`src/design/atbp_pkg.sv`:
```
// shared types and constants for the arm/thumb branch predecoder
// no dependencies; used by atbp_decode, arm_thumb_branch_predecode_top and the testbench

package atbp_pkg;

   // branch class codes
   localparam logic [2:0] KIND_NONE     = 3'd0;
   localparam logic [2:0] KIND_DIRECT   = 3'd1;
   localparam logic [2:0] KIND_COND     = 3'd2;
   localparam logic [2:0] KIND_INDIRECT = 3'd3;
   localparam logic [2:0] KIND_RETURN   = 3'd4;
   localparam logic [2:0] KIND_TABLE    = 3'd5;

   // instruction sizes in bytes
   localparam logic [2:0] SIZE_HALF = 3'd2;
   localparam logic [2:0] SIZE_WORD = 3'd4;

   // thumb16 match patterns
   localparam logic [4:0]  T16_LIMIT_TOP5 = 5'b11101;   // 0xE800 >> 11
   localparam logic [15:0] T16_COND_MASK  = 16'hF000;
   localparam logic [15:0] T16_COND_PAT   = 16'hD000;
   localparam logic [15:0] T16_B_MASK     = 16'hF800;
   localparam logic [15:0] T16_B_PAT      = 16'hE000;
   localparam logic [15:0] T16_BX_MASK    = 16'hFF80;
   localparam logic [15:0] T16_BX_PAT     = 16'h4780;
   localparam logic [15:0] T16_POP_MASK   = 16'hFF00;
   localparam logic [15:0] T16_POP_PAT    = 16'hBD00;
   localparam logic [3:0]  REG_LR         = 4'hE;

   // thumb32 match patterns
   localparam logic [31:0] T32_BR_MASK  = 32'hF800D000;
   localparam logic [31:0] T32_B_PAT    = 32'hF0008000;
   localparam logic [31:0] T32_BC_PAT   = 32'hF0009000;
   localparam logic [31:0] T32_BL_PAT   = 32'hF000D000;
   localparam logic [31:0] T32_TBB_MASK = 32'hFFF0D000;
   localparam logic [31:0] T32_TBB_PAT  = 32'hE890D000;

   // arm match patterns
   localparam logic [31:0] ARM_B_MASK   = 32'h0E000000;
   localparam logic [31:0] ARM_B_PAT    = 32'h0A000000;
   localparam logic [31:0] ARM_BX_MASK  = 32'h0FFFFFF0;
   localparam logic [31:0] ARM_BX_PAT   = 32'h012FFF10;
   localparam logic [31:0] ARM_BLX_PAT  = 32'h012FFF30;
   localparam logic [31:0] ARM_LDM_MASK = 32'h0E108000;
   localparam logic [31:0] ARM_LDM_PAT  = 32'h08108000;

   // pc bias seen by branches
   localparam logic [31:0] THUMB_PC_BIAS = 32'd4;
   localparam logic [31:0] ARM_PC_BIAS   = 32'd8;

   // decode result handed to the target stage
   typedef struct packed {
      logic [2:0]  size;
      logic [2:0]  kind;
      logic        has_target;
      logic [31:0] offset;
      logic [31:0] base;
   } decode_type;

endpackage

```
`src/design/atbp_decode.sv`:
```
// instruction classifier: size, branch class, sign-extended offset and pc base
// depends on atbp_pkg

module atbp_decode (
   input  logic [31:0]        pc_address,
   input  logic               thumb_mode,
   input  logic [15:0]        half_first,
   input  logic [15:0]        half_second,
   output atbp_pkg::decode_type dec
);

   logic        is_t16;
   logic [31:0] t32_op;
   logic [31:0] arm_op;
   logic [31:0] t32_masked;
   logic [31:0] t16_cond_off;
   logic [31:0] t16_b_off;
   logic [31:0] t32_off;
   logic [31:0] arm_off;
   logic        t32_s;
   logic        t32_i1;
   logic        t32_i2;

   assign is_t16     = thumb_mode && (half_first[15:11] < atbp_pkg::T16_LIMIT_TOP5);
   assign t32_op     = {half_first, half_second};
   assign arm_op     = {half_second, half_first};
   assign t32_masked = t32_op & atbp_pkg::T32_BR_MASK;

   // branch offsets, sign extended
   assign t16_cond_off = {{23{half_first[7]}}, half_first[7:0], 1'b0};
   assign t16_b_off    = {{20{half_first[10]}}, half_first[10:0], 1'b0};
   assign t32_s        = t32_op[26];
   assign t32_i1       = ~(t32_op[13] ^ t32_s);
   assign t32_i2       = ~(t32_op[11] ^ t32_s);
   assign t32_off      = {{7{t32_s}}, t32_s, t32_i1, t32_i2, t32_op[25:16],
                          t32_op[10:0], 1'b0};
   assign arm_off      = {{6{arm_op[23]}}, arm_op[23:0], 2'b00};

   // classification, first match wins
   always_comb begin
      // pc base for target arithmetic
      dec.base       = pc_address + (thumb_mode ? atbp_pkg::THUMB_PC_BIAS
                                                : atbp_pkg::ARM_PC_BIAS);
      dec.size       = atbp_pkg::SIZE_WORD;
      dec.kind       = atbp_pkg::KIND_NONE;
      dec.has_target = 1'b0;
      dec.offset     = '0;
      if (is_t16) begin
         dec.size = atbp_pkg::SIZE_HALF;
         priority if ((half_first & atbp_pkg::T16_COND_MASK) == atbp_pkg::T16_COND_PAT) begin
            dec.kind       = atbp_pkg::KIND_COND;
            dec.has_target = 1'b1;
            dec.offset     = t16_cond_off;
         end else if ((half_first & atbp_pkg::T16_B_MASK) == atbp_pkg::T16_B_PAT) begin
            dec.kind       = atbp_pkg::KIND_DIRECT;
            dec.has_target = 1'b1;
            dec.offset     = t16_b_off;
         end else if ((half_first & atbp_pkg::T16_BX_MASK) == atbp_pkg::T16_BX_PAT) begin
            dec.kind = (half_first[6:3] == atbp_pkg::REG_LR) ? atbp_pkg::KIND_RETURN
                                                             : atbp_pkg::KIND_INDIRECT;
         end else if ((half_first & atbp_pkg::T16_POP_MASK) == atbp_pkg::T16_POP_PAT) begin
            dec.kind = atbp_pkg::KIND_RETURN;
         end else begin
            dec.kind = atbp_pkg::KIND_NONE;
         end
      end else if (thumb_mode) begin
         priority if (t32_masked == atbp_pkg::T32_B_PAT
                      || t32_masked == atbp_pkg::T32_BL_PAT) begin
            dec.kind       = atbp_pkg::KIND_DIRECT;
            dec.has_target = 1'b1;
            dec.offset     = t32_off;
         end else if (t32_masked == atbp_pkg::T32_BC_PAT) begin
            dec.kind       = atbp_pkg::KIND_COND;
            dec.has_target = 1'b1;
            dec.offset     = t32_off;
         end else if ((t32_op & atbp_pkg::T32_TBB_MASK) == atbp_pkg::T32_TBB_PAT) begin
            dec.kind = atbp_pkg::KIND_TABLE;
         end else begin
            dec.kind = atbp_pkg::KIND_NONE;
         end
      end else begin
         priority if ((arm_op & atbp_pkg::ARM_B_MASK) == atbp_pkg::ARM_B_PAT) begin
            dec.kind       = atbp_pkg::KIND_DIRECT;
            dec.has_target = 1'b1;
            dec.offset     = arm_off;
         end else if ((arm_op & atbp_pkg::ARM_BX_MASK) == atbp_pkg::ARM_BX_PAT) begin
            dec.kind = (arm_op[3:0] == atbp_pkg::REG_LR) ? atbp_pkg::KIND_RETURN
                                                         : atbp_pkg::KIND_INDIRECT;
         end else if ((arm_op & atbp_pkg::ARM_BX_MASK) == atbp_pkg::ARM_BLX_PAT) begin
            dec.kind = atbp_pkg::KIND_INDIRECT;
         end else if ((arm_op & atbp_pkg::ARM_LDM_MASK) == atbp_pkg::ARM_LDM_PAT) begin
            dec.kind = atbp_pkg::KIND_RETURN;
         end else begin
            dec.kind = atbp_pkg::KIND_NONE;
         end
      end
   end

endmodule

```
`src/design/arm_thumb_branch_predecode_top.sv`:
```
// arm/thumb branch predecoder top level: three-stage pipeline around atbp_decode
// depends on atbp_pkg and atbp_decode
//
// usage
//   req_ channel carries one fetched instruction per transfer: its address,
//   the thumb state bit and the two halfwords at address and address+2.
//   rsp_ channel returns one result per request, in order: size in bytes,
//   branch class, branch target (direct and conditional only, else zero)
//   and the end-of-basic-block flag.
//   a request passes the input register, the decode register and the output
//   register in that order before its result is shown on rsp_.
//   throughput: one transfer per cycle on both sides while rsp_ready is high, set by
//   the single pass through the decode stage and one 32-bit add in the target stage.
//   reset clears the stage valid bits; the pipeline is empty and req_ready is
//   high in the first cycle after reset.
//   when the receiver stalls, each stage holds until the stage after it frees
//   up; bubbles are squeezed out, so the pipeline fills to three items and up
//   to two requests are taken in behind a waiting result, then req_ready drops.

module arm_thumb_branch_predecode_top (
   input  logic        clock,
   input  logic        reset,
   input  logic        req_valid,
   output logic        req_ready,
   input  logic [31:0] req_pc_address,
   input  logic        req_thumb_mode,
   input  logic [15:0] req_half_first,
   input  logic [15:0] req_half_second,
   output logic        rsp_valid,
   input  logic        rsp_ready,
   output logic [2:0]  rsp_insn_size,
   output logic [2:0]  rsp_branch_kind,
   output logic [31:0] rsp_branch_target,
   output logic        rsp_ends_block
);

   // stage valid bits
   logic s1_valid_ff;
   logic s2_valid_ff;
   logic s3_valid_ff;
   logic s1_ready;
   logic s2_ready;
   logic s3_ready;

   // stage payload
   logic [31:0]          s1_pc_ff;
   logic                 s1_thumb_ff;
   logic [15:0]          s1_h1_ff;
   logic [15:0]          s1_h2_ff;
   atbp_pkg::decode_type s2_dec_in;
   atbp_pkg::decode_type s2_dec_ff;
   logic [31:0]          s3_target_in;
   logic [2:0]           s3_size_ff;
   logic [2:0]           s3_kind_ff;
   logic [31:0]          s3_target_ff;

   // per-stage ready: a stage takes new data when empty or draining
   assign s3_ready  = !s3_valid_ff || rsp_ready;
   assign s2_ready  = !s2_valid_ff || s3_ready;
   assign s1_ready  = !s1_valid_ff || s2_ready;
   assign req_ready = s1_ready;

   // stage 1: input register
   always_ff @(posedge clock) begin
      if (reset) begin
         s1_valid_ff <= 1'b0;
      end else if (s1_ready) begin
         s1_valid_ff <= req_valid;
      end
      if (s1_ready && req_valid) begin
         s1_pc_ff    <= req_pc_address;
         s1_thumb_ff <= req_thumb_mode;
         s1_h1_ff    <= req_half_first;
         s1_h2_ff    <= req_half_second;
      end
   end

   // stage 2: classification and offset extraction
   atbp_decode u_decode (
      .pc_address  (s1_pc_ff),
      .thumb_mode  (s1_thumb_ff),
      .half_first  (s1_h1_ff),
      .half_second (s1_h2_ff),
      .dec         (s2_dec_in)
   );

   always_ff @(posedge clock) begin
      if (reset) begin
         s2_valid_ff <= 1'b0;
      end else if (s2_ready) begin
         s2_valid_ff <= s1_valid_ff;
      end
      if (s2_ready && s1_valid_ff) begin
         s2_dec_ff <= s2_dec_in;
      end
   end

   // stage 3: target add, zero for non-relative branches
   assign s3_target_in = s2_dec_ff.has_target ? (s2_dec_ff.base + s2_dec_ff.offset) : '0;

   always_ff @(posedge clock) begin
      if (reset) begin
         s3_valid_ff <= 1'b0;
      end else if (s3_ready) begin
         s3_valid_ff <= s2_valid_ff;
      end
      if (s3_ready && s2_valid_ff) begin
         s3_size_ff   <= s2_dec_ff.size;
         s3_kind_ff   <= s2_dec_ff.kind;
         s3_target_ff <= s3_target_in;
      end
   end

   // result channel
   assign rsp_valid         = s3_valid_ff;
   assign rsp_insn_size     = s3_size_ff;
   assign rsp_branch_kind   = s3_kind_ff;
   assign rsp_branch_target = s3_target_ff;
   assign rsp_ends_block    = (s3_kind_ff != atbp_pkg::KIND_NONE);

   // checks
   a_empty_pipe_ready: assert property (@(posedge clock) disable iff (reset)
      (!s1_valid_ff && !s2_valid_ff && !s3_valid_ff) |-> req_ready)
      else $error("empty pipeline not ready for a request");

   a_target_only_relative: assert property (@(posedge clock) disable iff (reset)
      (rsp_valid && rsp_branch_kind != atbp_pkg::KIND_DIRECT
                 && rsp_branch_kind != atbp_pkg::KIND_COND) |-> (rsp_branch_target == '0))
      else $error("nonzero target on a non-relative result");

   a_size_legal: assert property (@(posedge clock) disable iff (reset)
      rsp_valid |-> (rsp_insn_size == atbp_pkg::SIZE_HALF
                     || rsp_insn_size == atbp_pkg::SIZE_WORD))
      else $error("illegal instruction size");

   a_no_drop_on_stall: assert property (@(posedge clock) disable iff (reset)
      (s2_valid_ff && rsp_valid && !rsp_ready) |=> s2_valid_ff)
      else $error("decoded item lost during output stall");

endmodule

```
`config.mk`:
```
export PLATFORM = sky130hd
export DESIGN_NAME = arm_thumb_branch_predecode_top
export DESIGN_NICKNAME = d
export VERILOG_FILES = /design/src/design/atbp_pkg.sv /design/src/design/atbp_decode.sv /design/src/design/arm_thumb_branch_predecode_top.sv
export SDC_FILE = /design/constraint.sdc
export NUM_CORES = 1
export LEC_CHECK = 0
export BUFFER_PORTS_ARGS = -buffer_cell sky130_fd_sc_hd__buf_4
export CAP_MARGIN = 30
export CORE_UTILIZATION = 58
export CTS_CLUSTER_DIAMETER = 150
export DETAILED_ROUTE_END_ITERATION = 8
export PLACE_DENSITY = 0.81
export SYNTH_ARGS = -nofsm -noshare
export SYNTH_HDL_FRONTEND = slang
export SYNTH_SLANG_ARGS = --single-unit
```
`constraint.sdc`:
```
create_clock -name clock -period 7.6 [get_ports clock]
set_input_delay 1.52 -clock clock [delete_from_list [all_inputs] [get_ports clock]]
set_output_delay 1.52 -clock clock [all_outputs]
set_load 0.03 [all_outputs]
```
# After elaboration in Yosys (flattened, before gate mapping)
# Index checks and enable logic that the tools add are counted.
# op_classes
add_sub_neg	2
magnitude_cmp	1
eq_ne	14
muxes	20
bitwise	4
reduce_logical	12
# op_table
cell	n
$mux 36	4
$mux 33	3
$add 32x32->32	2
$eq 24x21->1 const B	2
$mux 3	12
$eq 8x8->1 const B	4
$eq 15x15->1 const B	1
$eq 4x4->1 const B	3
$eq 5x5->1 const B	2
$eq 9x8->1 const B	1
$lt 5x5->1 const B	1
$logic_and 1x1->1	4
$logic_or 1x1->1	4
$mux 4	1
$eq 3x3->1 const B	1
$logic_not 1->1	3
$reduce_bool 3->1	1
$not 1->1	2
$xor 1x1->1	2
# totals
regBits	177
inputBits	69
output_inout_bits	41
word_cells	68

# Longest topological paths before layout
# logic_depth
word_depth	7
depth_mapped	10

# Modules after synthesis
# From an unflattened synthesis, not the netlist that was laid out.
# unflattened
hier_cells	707
area_unflattened_um2	8828.5
# by_module_without_submodules
mod	instances	cells_per_inst	area_each_um2	seq_area_each_um2
arm_thumb_branch_predecode_top	1	488	7403.4	5285.1
atbp_decode	1	219	1425.1	0.0

# Least setup slack after synthesis
# OpenSTA, ideal clock, no wires.
# synth_path
kind	input to register
from	input port rsp_ready
to	register s2_dec_ff[0] (netlist bit), enable pin
setup_time_ns	0.580
arrival_time_ns	6.205
required_ns	7.020
slack_ns	0.815
cell_stages	2
n_path_buf	0
cell_sequence	nor2b_1 a21boi_0
# synth_between
elab_chain_cells	3
# synth_lines
item	line_no	source
start: declaration	arm_thumb_branch_predecode_top.sv:30	input logic rsp_ready,
$logic_or 1x1->1	arm_thumb_branch_predecode_top.sv:58	assign s3_ready = !s3_valid_ff || rsp_ready;
$logic_or 1x1->1	arm_thumb_branch_predecode_top.sv:59	assign s2_ready = !s2_valid_ff || s3_ready;
$logic_and 1x1->1	arm_thumb_branch_predecode_top.sv:93	if (s2_ready && s1_valid_ff) begin
end signal: assignment	arm_thumb_branch_predecode_top.sv:94	s2_dec_ff <= s2_dec_in;
end: declaration	arm_thumb_branch_predecode_top.sv:51	atbp_pkg::decode_type s2_dec_ff;
# No other way between the ends.
# A chain may end at the register's enable or synchronous reset.

# Worst setup path in the final report
# layout_path
from	input port rsp_ready
to	output port req_ready
# layout_between
elab_chain_cells	3
# layout_lines
item	line_no	source
$logic_or 1x1->1	arm_thumb_branch_predecode_top.sv:58	
$logic_or 1x1->1	arm_thumb_branch_predecode_top.sv:59	
$logic_or 1x1->1	arm_thumb_branch_predecode_top.sv:60	assign s1_ready = !s1_valid_ff || s2_ready;
end: declaration	arm_thumb_branch_predecode_top.sv:24	output logic req_ready,
# No other way between the ends.

==> report_table.html <==
<table>
<tr><th>Metric</th><th>Value</th></tr>
<tr><th colspan="2">Status</th></tr>
<tr><td>Result of the run</td><td>finished, final reports clean</td></tr>
<tr><th colspan="2">Final layout</th></tr>
<tr><td>Number of nets in the layout</td><td>901</td></tr>
<tr><td>Fraction of final layout cells with drive strength greater than 1</td><td>19.0%</td></tr>
<tr><td>Area growth syn-to-layout</td><td>19.0%</td></tr>
<tr><td>Fill cell instance count of the final layout</td><td>946</td></tr>
<tr><td>Number of standard cells in the layout, taps in and fillers out</td><td>991</td></tr>
<tr><td>Number of antenna cells inserted</td><td>0</td></tr>
<tr><th colspan="2">Worst setup path</th></tr>
<tr><td>Cell family contributing the most delay on the critical path</td><td>simple AND/OR/NAND/NOR gates</td></tr>
<tr><td>Crit path buffers/inverters</td><td>2</td></tr>
<tr><td>Highest fanout seen on the critical path</td><td>6</td></tr>
<tr><td>Setup crit end kind</td><td>output port</td></tr>
<tr><td>Worst EP required</td><td>6.08 ns</td></tr>
<tr><td>Cell breakdown of the critical path</td><td>buf_4 &gt; nor2b_1 &gt; nand3_1 &gt; buf_4</td></tr>
<tr><td>Data arrival, critical path</td><td>2.65 ns</td></tr>
<tr><td>Crit path top cell by count</td><td>buf_4</td></tr>
<tr><td>Master of the slowest instance on the critical path</td><td>nor2b_1</td></tr>
<tr><td>Register-to-register path setup slack</td><td>4.64 ns</td></tr>
<tr><td>CP startpoint kind</td><td>primary input</td></tr>
<tr><td>Critical path class</td><td>in2out</td></tr>
<tr><td>Crit path largest cell delay</td><td>0.60 ns</td></tr>
<tr><th colspan="2">Floorplanning</th></tr>
<tr><td>Floorplan core area</td><td>13900 µm²</td></tr>
<tr><td>Die width</td><td>122 µm</td></tr>
<tr><td>I/O pins</td><td>110</td></tr>
<tr><td>Row Count</td><td>43</td></tr>
<tr><td>Area of the die</td><td>14800 µm²</td></tr>
<tr><td>Effective utilization at floorplan</td><td>59.5%</td></tr>
<tr><td>Die height</td><td>122 µm</td></tr>
<tr><th colspan="2">Detailed routing</th></tr>
<tr><td>Residual DRC</td><td>0</td></tr>
<tr><td>Average wire per standard cell</td><td>17.8 µm</td></tr>
<tr><td>Routed vias</td><td>5816</td></tr>
<tr><td>Vias/cell</td><td>5.87</td></tr>
<tr><td>Antenna-violating nets left</td><td>0</td></tr>
<tr><td>Total wire length</td><td>17600 µm</td></tr>
<tr><td>Number of DRC violations after detailed-routing iteration 0</td><td>570</td></tr>
<tr><td>Drt pass-1 iters</td><td>9</td></tr>
<tr><th colspan="2">Clocking</th></tr>
<tr><td>Number of buffers on the longest clock path</td><td>2</td></tr>
<tr><td>Number of gates given a new drive strength after cts</td><td>0</td></tr>
<tr><td>CTS clock-pin slew for the worst setup and hold paths</td><td>0.06 ns</td></tr>
<tr><td>Num Clock Sinks</td><td>168</td></tr>
<tr><td>Clock latency at the later pin of the worst-skew pair</td><td>0.43 ns</td></tr>
<tr><td>Number of CTS-inserted buffers</td><td>17</td></tr>
<tr><td>Root Driver</td><td>clkbuf_16</td></tr>
<tr><td>Number of H-tree levels</td><td>4</td></tr>
<tr><td>Number of hold buffers added after cts</td><td>0</td></tr>
<tr><td>TritonCTS clock tree</td><td>done</td></tr>
<tr><td>Buffers inserted by post-CTS timing repair</td><td>0</td></tr>
<tr><th colspan="2">Placed design</th></tr>
<tr><td>Number of instances in the placed design</td><td>958</td></tr>
<tr><td>Routability-driven placement congestion ratio</td><td>0.921</td></tr>
<tr><td>Placed wire-length estimate</td><td>13100 µm</td></tr>
<tr><td>Buffers added on ports</td><td>108</td></tr>
<tr><th colspan="2">STA</th></tr>
<tr><td>Min cycle time layout</td><td>4.17 ns</td></tr>
<tr><td>Final cycle utilization of the critical path</td><td>54.9%</td></tr>
<tr><td>Achievable Freq</td><td>240 MHz</td></tr>
<tr><td>Transition time of the tightest slew-check pin</td><td>1.02 ns</td></tr>
<tr><td>Final total negative setup slack</td><td>0 ns</td></tr>
<tr><td>Total count of hold-check failures in the final report</td><td>0</td></tr>
<tr><td>Slew Viols, Final</td><td>0</td></tr>
<tr><td>Setup repair after global routing missed its margin</td><td>no</td></tr>
<tr><td>Maximum clock skew at final layout</td><td>0.00934 ns</td></tr>
<tr><td>Final setup violating endpoints</td><td>0</td></tr>
<tr><td>Slew Limit Headroom</td><td>31.7%</td></tr>
<tr><th colspan="2">Global routing</th></tr>
<tr><td>Maximum number of pins on one net before global-route repair</td><td>66</td></tr>
<tr><td>Global Route met1 Usage</td><td>34.2%</td></tr>
<tr><td>Number of antenna violations at the first check in global routing</td><td>0</td></tr>
<tr><td>Via count of the first global-routing pass</td><td>5640</td></tr>
<tr><td>Met3 Use GR</td><td>5.38%</td></tr>
<tr><td>Highest-utilization routing layer at the global route stage</td><td>met2</td></tr>
<tr><td>Met2 usage</td><td>39.5%</td></tr>
<tr><td>Global-route wire length before repair</td><td>27900 µm</td></tr>
<tr><td>Grt ovf</td><td>0</td></tr>
<tr><td>Global-route usage over all layers</td><td>25.4%</td></tr>
<tr><th colspan="2">Synthesis</th></tr>
<tr><td>Syn Nets</td><td>796</td></tr>
<tr><td>Yosys warns</td><td>0</td></tr>
<tr><td>Register area share after synthesis</td><td>60.4%</td></tr>
<tr><td>Number of distinct library cells after synthesis</td><td>61</td></tr>
<tr><td>Most instantiated flip-flop cell in the synthesis netlist</td><td>edfxtp_1</td></tr>
<tr><td>Post-synth EDFFs</td><td>165</td></tr>
<tr><td>Synthesized netlist cell count</td><td>693</td></tr>
<tr><td>Mapped Area</td><td>8300 µm²</td></tr>
<tr><td>Proportion of synthesized flip-flops having asynchronous set or reset</td><td>0%</td></tr>
<tr><td>Syn Area/Cell</td><td>12.0 µm²</td></tr>
<tr><td>Number of synthesized register bits</td><td>168</td></tr>
<tr><th colspan="2">Power and ir drop</th></tr>
<tr><td>Leakage power</td><td>3.77 nW</td></tr>
<tr><td>Pwr per Cell Area</td><td>233 nW/µm²</td></tr>
<tr><td>Largest voltage drop on the vdd net</td><td>176 µV</td></tr>
<tr><th colspan="2">Worst hold path</th></tr>
<tr><td>Worst min-delay path class</td><td>reg2reg</td></tr>
<tr><th colspan="2">Job</th></tr>
<tr><td>Max Cap Viol</td><td>0</td></tr>
</table>
## cell type report
type | instances | area (µm²) | share of cell area [%]
clock buffer | 17 | 425 | 4.31
clock inverter | 15 | 149 | 1.51
inverter | 25 | 93.8 | 0.950
multi-input combinational | 474 | 3120 | 31.5
sequential | 168 | 5010 | 50.8
tap | 180 | 225 | 2.28
timing repair buffer | 112 | 853 | 8.64
## synthesized netlist by cell type (all sizes together) (5+ instances only)
| cell | n | area share (%) |
|---|---|---|
| nor2b | 9 | 0.68 |
| xor2 | 13 | 1.4 |
| a31oi | 6 | 0.45 |
| a21oi | 47 | 3.1 |
| a222oi | 7 | 0.84 |
| nor2 | 37 | 1.7 |
| and3 | 9 | 0.68 |
| clkbuf | 21 | 0.96 |
| nand4 | 14 | 1.1 |
| a21o | 6 | 0.54 |
| ha | 32 | 4.8 |
| nand2 | 81 | 3.7 |
| nand3 | 26 | 1.6 |
| o211ai | 5 | 0.51 |
| and2 | 23 | 1.7 |
| edfxtp | 165 | 60 |
| a22oi | 14 | 1.3 |
| inv | 25 | 1.1 |
| nor3 | 14 | 0.84 |
| o21ai | 32 | 1.9 |
| xnor2 | 41 | 4.3 |
| buf | 5 | 0.33 |
## metal layers
metal	vias to the layer above	wire length (µm)	share of wire (%)
met5	-	0	0
met4	0	495	2.8
met3	52	1260	7.2
met2	259	8230	47
met1	2704	7620	43
li1	2801	-	-
## where the power goes
| part | leakage (nW) | internal, mW | switching (mW) |
|---|---|---|---|
| clock | 0.277 | 0.483 | 0.353 |
| sequential | 1.58 | 1.09 | 0.0465 |
| combinational | 1.91 | 0.139 | 0.183 |
| total | 3.77 | 1.72 | 0.582 |
## registers in the layout, summed over array words and instances, names as in the netlist
| signal | count |
|---|---|
| s2_valid_ff | 1 |
| s1_h2_ff | 16 |
| s1_h1_ff | 16 |
| s1_valid_ff | 1 |
| s2_dec_ff | 63 |
| rsp_insn_size | 2 |
| s1_thumb_ff | 1 |
| rsp_branch_kind | 3 |
| rsp_valid | 1 |
| s1_pc_ff | 32 |
| rsp_branch_target | 32 |
## kinds of logic after synthesis
| logic type | Yosys count | synth area share [%] |
|---|---|---|
| AOI/OAI and AO/OA | 140 | 11.1 |
| xor gates and xnor gates | 54 | 5.70 |
| adders and majority gates | 34 | 5.31 |
| buffers and inverters | 51 | 2.43 |
| DFF | 168 | 60.4 |
| muxes | 2 | 0.241 |
| other | 1 | 0.0452 |
| and+or+nand+nor | 243 | 14.7 |
## cell usage in the layout, fill, tap and decap left out, types with 5 or more instances in the layout
| cell | instances |
|---|---|
| nor3_1 | 14 |
| nand2_1 | 81 |
| and3_1 | 9 |
| nor2b_1 | 8 |
| o21ai_0 | 16 |
| nand4_1 | 14 |
| xnor2_1 | 41 |
| xor2_1 | 13 |
| edfxtp_1 | 165 |
| a31oi_1 | 5 |
| a21o_1 | 6 |
| clkbuf_16 | 17 |
| o21ai_1 | 16 |
| a22oi_1 | 14 |
| ha_1 | 32 |
| a21oi_1 | 43 |
| inv_1 | 25 |
| and2_1 | 23 |
| nand3_1 | 25 |
| buf_4 | 111 |
| a222oi_1 | 7 |
| nor2_1 | 37 |
## final timing paths
kind	cells after the start	end	startpoint
worst max-delay path	4	req_ready	rsp_ready
worst min-delay path	0	rsp_branch_kind[1]	s2_dec_ff[66]
worst max register to register	9	s2_dec_ff[28]	s1_thumb_ff
worst min register to register	0	rsp_branch_kind[1]	s2_dec_ff[66]
## metrics by stage
stage / util, % / worst slack [ns] / total power, mW / instance area [µm²] / hold slack, ns
global placement: 66.6 / 3.54 / 1.46 / 9280 / 0.401
finish: 70.9 / 3.43 / 2.30 / 9880 / 0.424
CTS: 70.7 / 3.45 / 2.31 / 9860 / 0.424
global route: 70.9 / 3.37 / 2.38 / 9880 / 0.432
detailed placement: 66.6 / 3.46 / 1.48 / 9280 / 0.405
floorplan: - / 0.815 / 1.37 / 8300 / 0.400
(Power assumes the default switching activity.)
